[src/rtl/lh_ram.sv]
module lh_ram #(
   parameter int WIDTH = 64,
   parameter int DEPTH = 64,
   localparam int AW = $clog2(DEPTH)
) (
   input  logic             clock,
   input  logic             wr_en,
   input  logic [AW-1:0]    wr_addr,
   input  logic [WIDTH-1:0] wr_data,
   input  logic             rd_en,
   input  logic [AW-1:0]    rd_addr,
   output logic [WIDTH-1:0] rd_data
);

   logic [WIDTH-1:0] mem_ff [DEPTH];
   logic [WIDTH-1:0] rd_data_ff;

   // One write port, one registered read port; read data holds when idle
   always_ff @(posedge clock) begin
      if (wr_en) begin
         mem_ff[wr_addr] <= wr_data;
      end
      if (rd_en) begin
         rd_data_ff <= mem_ff[rd_addr];
      end
   end

   assign rd_data = rd_data_ff;

endmodule

[config.mk]
export PLATFORM = sky130hd
export DESIGN_NAME = lh_ram
export DESIGN_NICKNAME = d
export VERILOG_FILES = /design/src/rtl/lh_ram.sv
export SDC_FILE = /design/constraint.sdc
export NUM_CORES = 2
export LEC_CHECK = 0
export BUFFER_PORTS_ARGS = -buffer_cell sky130_fd_sc_hd__clkbuf_2
export CORE_MARGIN = 8
export CORE_UTILIZATION = 60
export DETAILED_ROUTE_END_ITERATION = 10
export PLACE_DENSITY_LB_ADDON = 0.3
export SLEW_MARGIN = 0
export SYNTH_ARGS = -nofsm -noshare
export SYNTH_HDL_FRONTEND = slang
export SYNTH_SLANG_ARGS = --single-unit
export TNS_END_PERCENT = 100
[constraint.sdc]
create_clock -name clock -period 17.9 [get_ports clock]
set_clock_uncertainty 0.1 [all_clocks]
set_input_delay 2.685 -clock clock [delete_from_list [all_inputs] [get_ports clock]]
set_output_delay 2.685 -clock clock [all_outputs]
set_load 0.01 [all_outputs]
# Yosys cells after proc, flatten, opt, wreduce, memory -nomap -nowiden
# Memories as Yosys holds them, arrays and structs flattened. A register that Yosys moved wholly into a read port is not among the register bits.
# Index checks and enable logic that the tools add are counted.
# Widths: inputs -> output; s select.
dict set report totals {
  in_bits 79
  mem_count 1
  register_bits 0
  output_inout_bits 64
  ramBits 4096
}
# name depth word_bits read_ports rd_ports_with_merged_regs write_ports line_no
set mem_list {}
lappend mem_list {mem_ff 64 64 1 1 1 15} ;# logic [WIDTH-1:0] mem_ff [DEPTH];
dict set report classes {
  muxes 2
}
# op count
set op_table {}
lappend op_table {{$mux 1} 2}

# Depth between registers and ports, before layout
dict set report logic_depth {
  depth_word 2
  mapped_depth 9
}

# Least setup slack after synthesis
# No wires, ideal clock.
dict set report synth_path {
  path_type {input port to flip-flop}
  start {input wr_addr[3]}
  end {memory mem_ff[48][0], enable pin}
  setup_ps 564
  path_slack_ps 9679
  arrival_time_ps 7557
  n_path_buf 1
  path_stages 4
  path_cell_list {clkbuf_1 > nor2b_1 > nand4b_1 > nor3_1}
}
# item line_no
set synth_lines {}
lappend synth_lines {{start: declaration} 8} ;# input logic [AW-1:0] wr_addr,
lappend synth_lines {{end: declaration} 15}
# Straight into the memory's write port.

==> run_results.csv <==
group,metric,value,unit
worst_setup_path,rrSetupSlack,15.48,ns
placement,dp_hpwl,211,mm
clocking,cts_buffers,394,
worst_setup_path,r2r-start,"mem_ff[11][12]$_DFFE_PP_",
clocking,postCtsSetupBuffers,0,
clocking,cts-root-buf,"clkbuf_16",
worst_setup_path,cp.arrival,7.38,ns
final_layout,drive_gt1_share,27.7,%
synth,syn_nets,6677,
worst_setup_path,crit_path_end_kind,"flip-flop",
synth,synth_seq_cells,4160,
die,die_x,528,um
synth,synth_area,157000,sq um
clocking,path_clk_slew,0.07,ns
global_routing,track_usage,29.8,%
sta,tns,0,ns
power,power_per_cell_area,114,nW/um^2
global_routing,grt_max_degree,127,
drt,ant_nets,0,
synth,ys_seq_area_share,79.6,%
global_routing,overflow,0,
global_routing,antenna_found_initial,23,
worst_setup_path,rr_worst_depth,5,
worst_setup_path,critPathMaxFanout,126,
power,p_leak,54.4,nW
synth,synth_top_family_by_area,"multiplexers",
worst_setup_path,crit_slowest_cell,"buf_4",
final_layout,filler_cell_count,15200,
global_routing,grt_pass1_vias,77700,
synth,synthSimpleGateAreaFrac,1.23,%
synth,ys_types,32,
drt,drt-initial-drc-count,12900,
sta,setup_viol,0,
die,io_pins,143,
synth,synth_top_area_share,79.6,%
die,coreArea,260000,sq um
hold_path,hold_depth,4,
placement,dp_cells,10100,
final_layout,stdcell_count,10800,
global_routing,grt_pass1_wl,587,mm
clocking,insertion_delay,0.94,ns
synth,avgSynthCellArea,23.8,sq um
flow_run,cap_violations,0,
worst_setup_path,cp_top_family,"buffers and inverters",
sta,fmax,146,MHz
sta,tightest_slew,1.44,ns
synth,synthFlopType,"edfxtp_1",
final_layout,finalNetCount,7039,
hold_path,hold_end,"rd_data[14]$_DFFE_PP_",
sta,relSlewSlack,4.00,%
die,initial_core_util,60.4,%
hold_path,hp-class,"flip-flop to flip-flop",
synth,muxShareOfSynthArea,15.6,%
clocking,max-clock-path-buffers,4,
drt,post_drt_wl_per_cell,39.0,um
worst_setup_path,cp_cell_sequence,"buf_8 -> buf_4 -> buf_12 -> buf_4 -> mux4_2 -> nor2b_1 -> a211oi_1 -> o22ai_1 -> and3_1",
die,dieArea,278000,sq um
worst_setup_path,r2r-end,"rd_data[12]$_DFFE_PP_",
die,rows,187,
worst_setup_path,cp_num_buf_inv,4,
sta,drv_slew,0,
worst_setup_path,start_kind,"input pin",
clocking,clock_sinks,4160,
power,ir_drop,105,uV
synth,synth_xor_area_share,0,%
clocking,holdBufCountCts,0,
synth,yosysWarnings,0,
drt,drt-total-wl,421,mm
placement,numPortBuffers,142,
drt,drcViolationCount,0,
final_layout,layout_commonest_cell,"edfxtp_1",
worst_setup_path,crit_path_frequent_cell,"buf_4",
clocking,htreeDepth,5,
sta,fin_crit_sh,38.2,%
worst_setup_path,worstPathRequired,18.45,ns
synth,synthArstFlopShare,0,%
sta,rsz0062_at_grt,"false",
placement,gp_congestion,0.800,
sta,finalHoldViolCount,0,
synth,yosysTopAreaCell,"edfxtp_1",
final_layout,layout_common_cells,"edfxtp_1, mux4_2, clkbuf_16",
drt,vias,77300,
synth,synth_edf_count,4160,
final_layout,area_growth,11.5,%
clocking,cts_tree,"done",
synth,synth-compound-area-share,2.47,%
die,die_h,528,um
drt,firstDrtPassIters,6,
drt,viasPerCell,7.16,
synth,synthCells,6598,
status,outcome,"complete, no violations",
sta,min_period,6.83,ns
synth,synthAdderAreaFrac,0,%
worst_setup_path,slowest_delay,0.93,ns
hold_path,hp-start,"mem_ff[37][14]$_DFFE_PP_",
synth,synthTopCellsByArea,"edfxtp_1, mux4_2, mux2i_1",
clocking,ctsResizeCount,0,
worst_setup_path,critPathKind,"input pin to flip-flop",
==> worst register-to-register path, delay by kind of cell (launching register included) <==
kind               cells  cell delay (ns)
AOI/OAI and AO/OA      2             0.68
muxes                  1             0.50
and+or+nand+nor        2             0.44
DFF                    1             0.40
==> per-stage QoR <==
step / hold WS (ns) / worst slack, ns / util [%] / total power [mW] / area (sq um)
floorplan: 0.765 / 9.68 / - / 11.5 / 157000
global placement: 0.790 / 10.24 / 62.5 / 11.9 / 162000
detailed placement: 0.802 / 10.20 / 62.5 / 11.9 / 162000
CTS: 0.820 / 11.14 / 67.3 / 20.0 / 175000
global route: 0.860 / 10.83 / 67.3 / 20.4 / 175000
finish: 0.824 / 11.07 / 67.3 / 19.9 / 175000
==> how the worst max path moves through the flow <==
stage | start | end | slack (ns) | cells past startpoint
global placement | rd_addr[0] | rd_data[40]$_DFFE_PP_ | 10.24 | 8
floorplan | wr_addr[3] | mem_ff[48][0]$_DFFE_PP_ | 9.68 | 4
detailed placement | rd_addr[0] | rd_data[40]$_DFFE_PP_ | 10.20 | 8
global route | rd_addr[0] | rd_data[17]$_DFFE_PP_ | 10.83 | 9
finish | rd_addr[1] | rd_data[32]$_DFFE_PP_ | 11.07 | 9
CTS | rd_addr[0] | rd_data[17]$_DFFE_PP_ | 11.14 | 9
==> state kept, by name, summed over array words and instances, names as in the netlist <==
register and cells:
mem_ff 4096, rd_data 64
==> synthesized netlist by cell type (all sizes together) (29+ instances only) <==
library cell and n:
a211oi 63, a22o 88, a22oi 168, and3 64, buf 230, clkbuf 140
edfxtp 4160, mux2i 135, mux4 1024, nand2 58, nand3 45, nor2 112
o221ai 38, o22ai 83, or3 29
==> cells by family after synthesis <==
family	count (synthesis)
and+or+nand+nor	386
AOI/OAI and AO/OA	504
DFF	4160
buffers and inverters	389
muxes	1159
==> area by class of cell <==
type	instances	area, sq um	area share [%]
repair buffers	336	2240	1.28
clock buffers	479	10400	5.93
clock inverters	233	2160	1.24
multi-input cells	2049	30800	17.6
diodes	23	57.6	0.0329
inverters	19	71.3	0.0408
flip-flops and latches	4160	125000	71.4
well taps	3496	4370	2.50
==> per-layer routing <==
layer	track usage [%]	up-vias	routed length [um]
li1	-	29300	-
met1	41.4	40900	146000
met2	46.5	6082	199000
met3	6.47	1056	53800
met4	13.3	6	21400
met5	0	-	39
==> where the power goes <==
group	leakage (nW)	switching [mW]	internal, mW	total, mW
Clock	6.13	3.53	4.67	8.20
Sequential	37.5	0.0352	10.8	10.8
Combinational	10.8	0.561	0.321	0.882
Total	54.4	4.13	15.8	19.9
No activity file was read; power rests on OpenSTA's default activity.
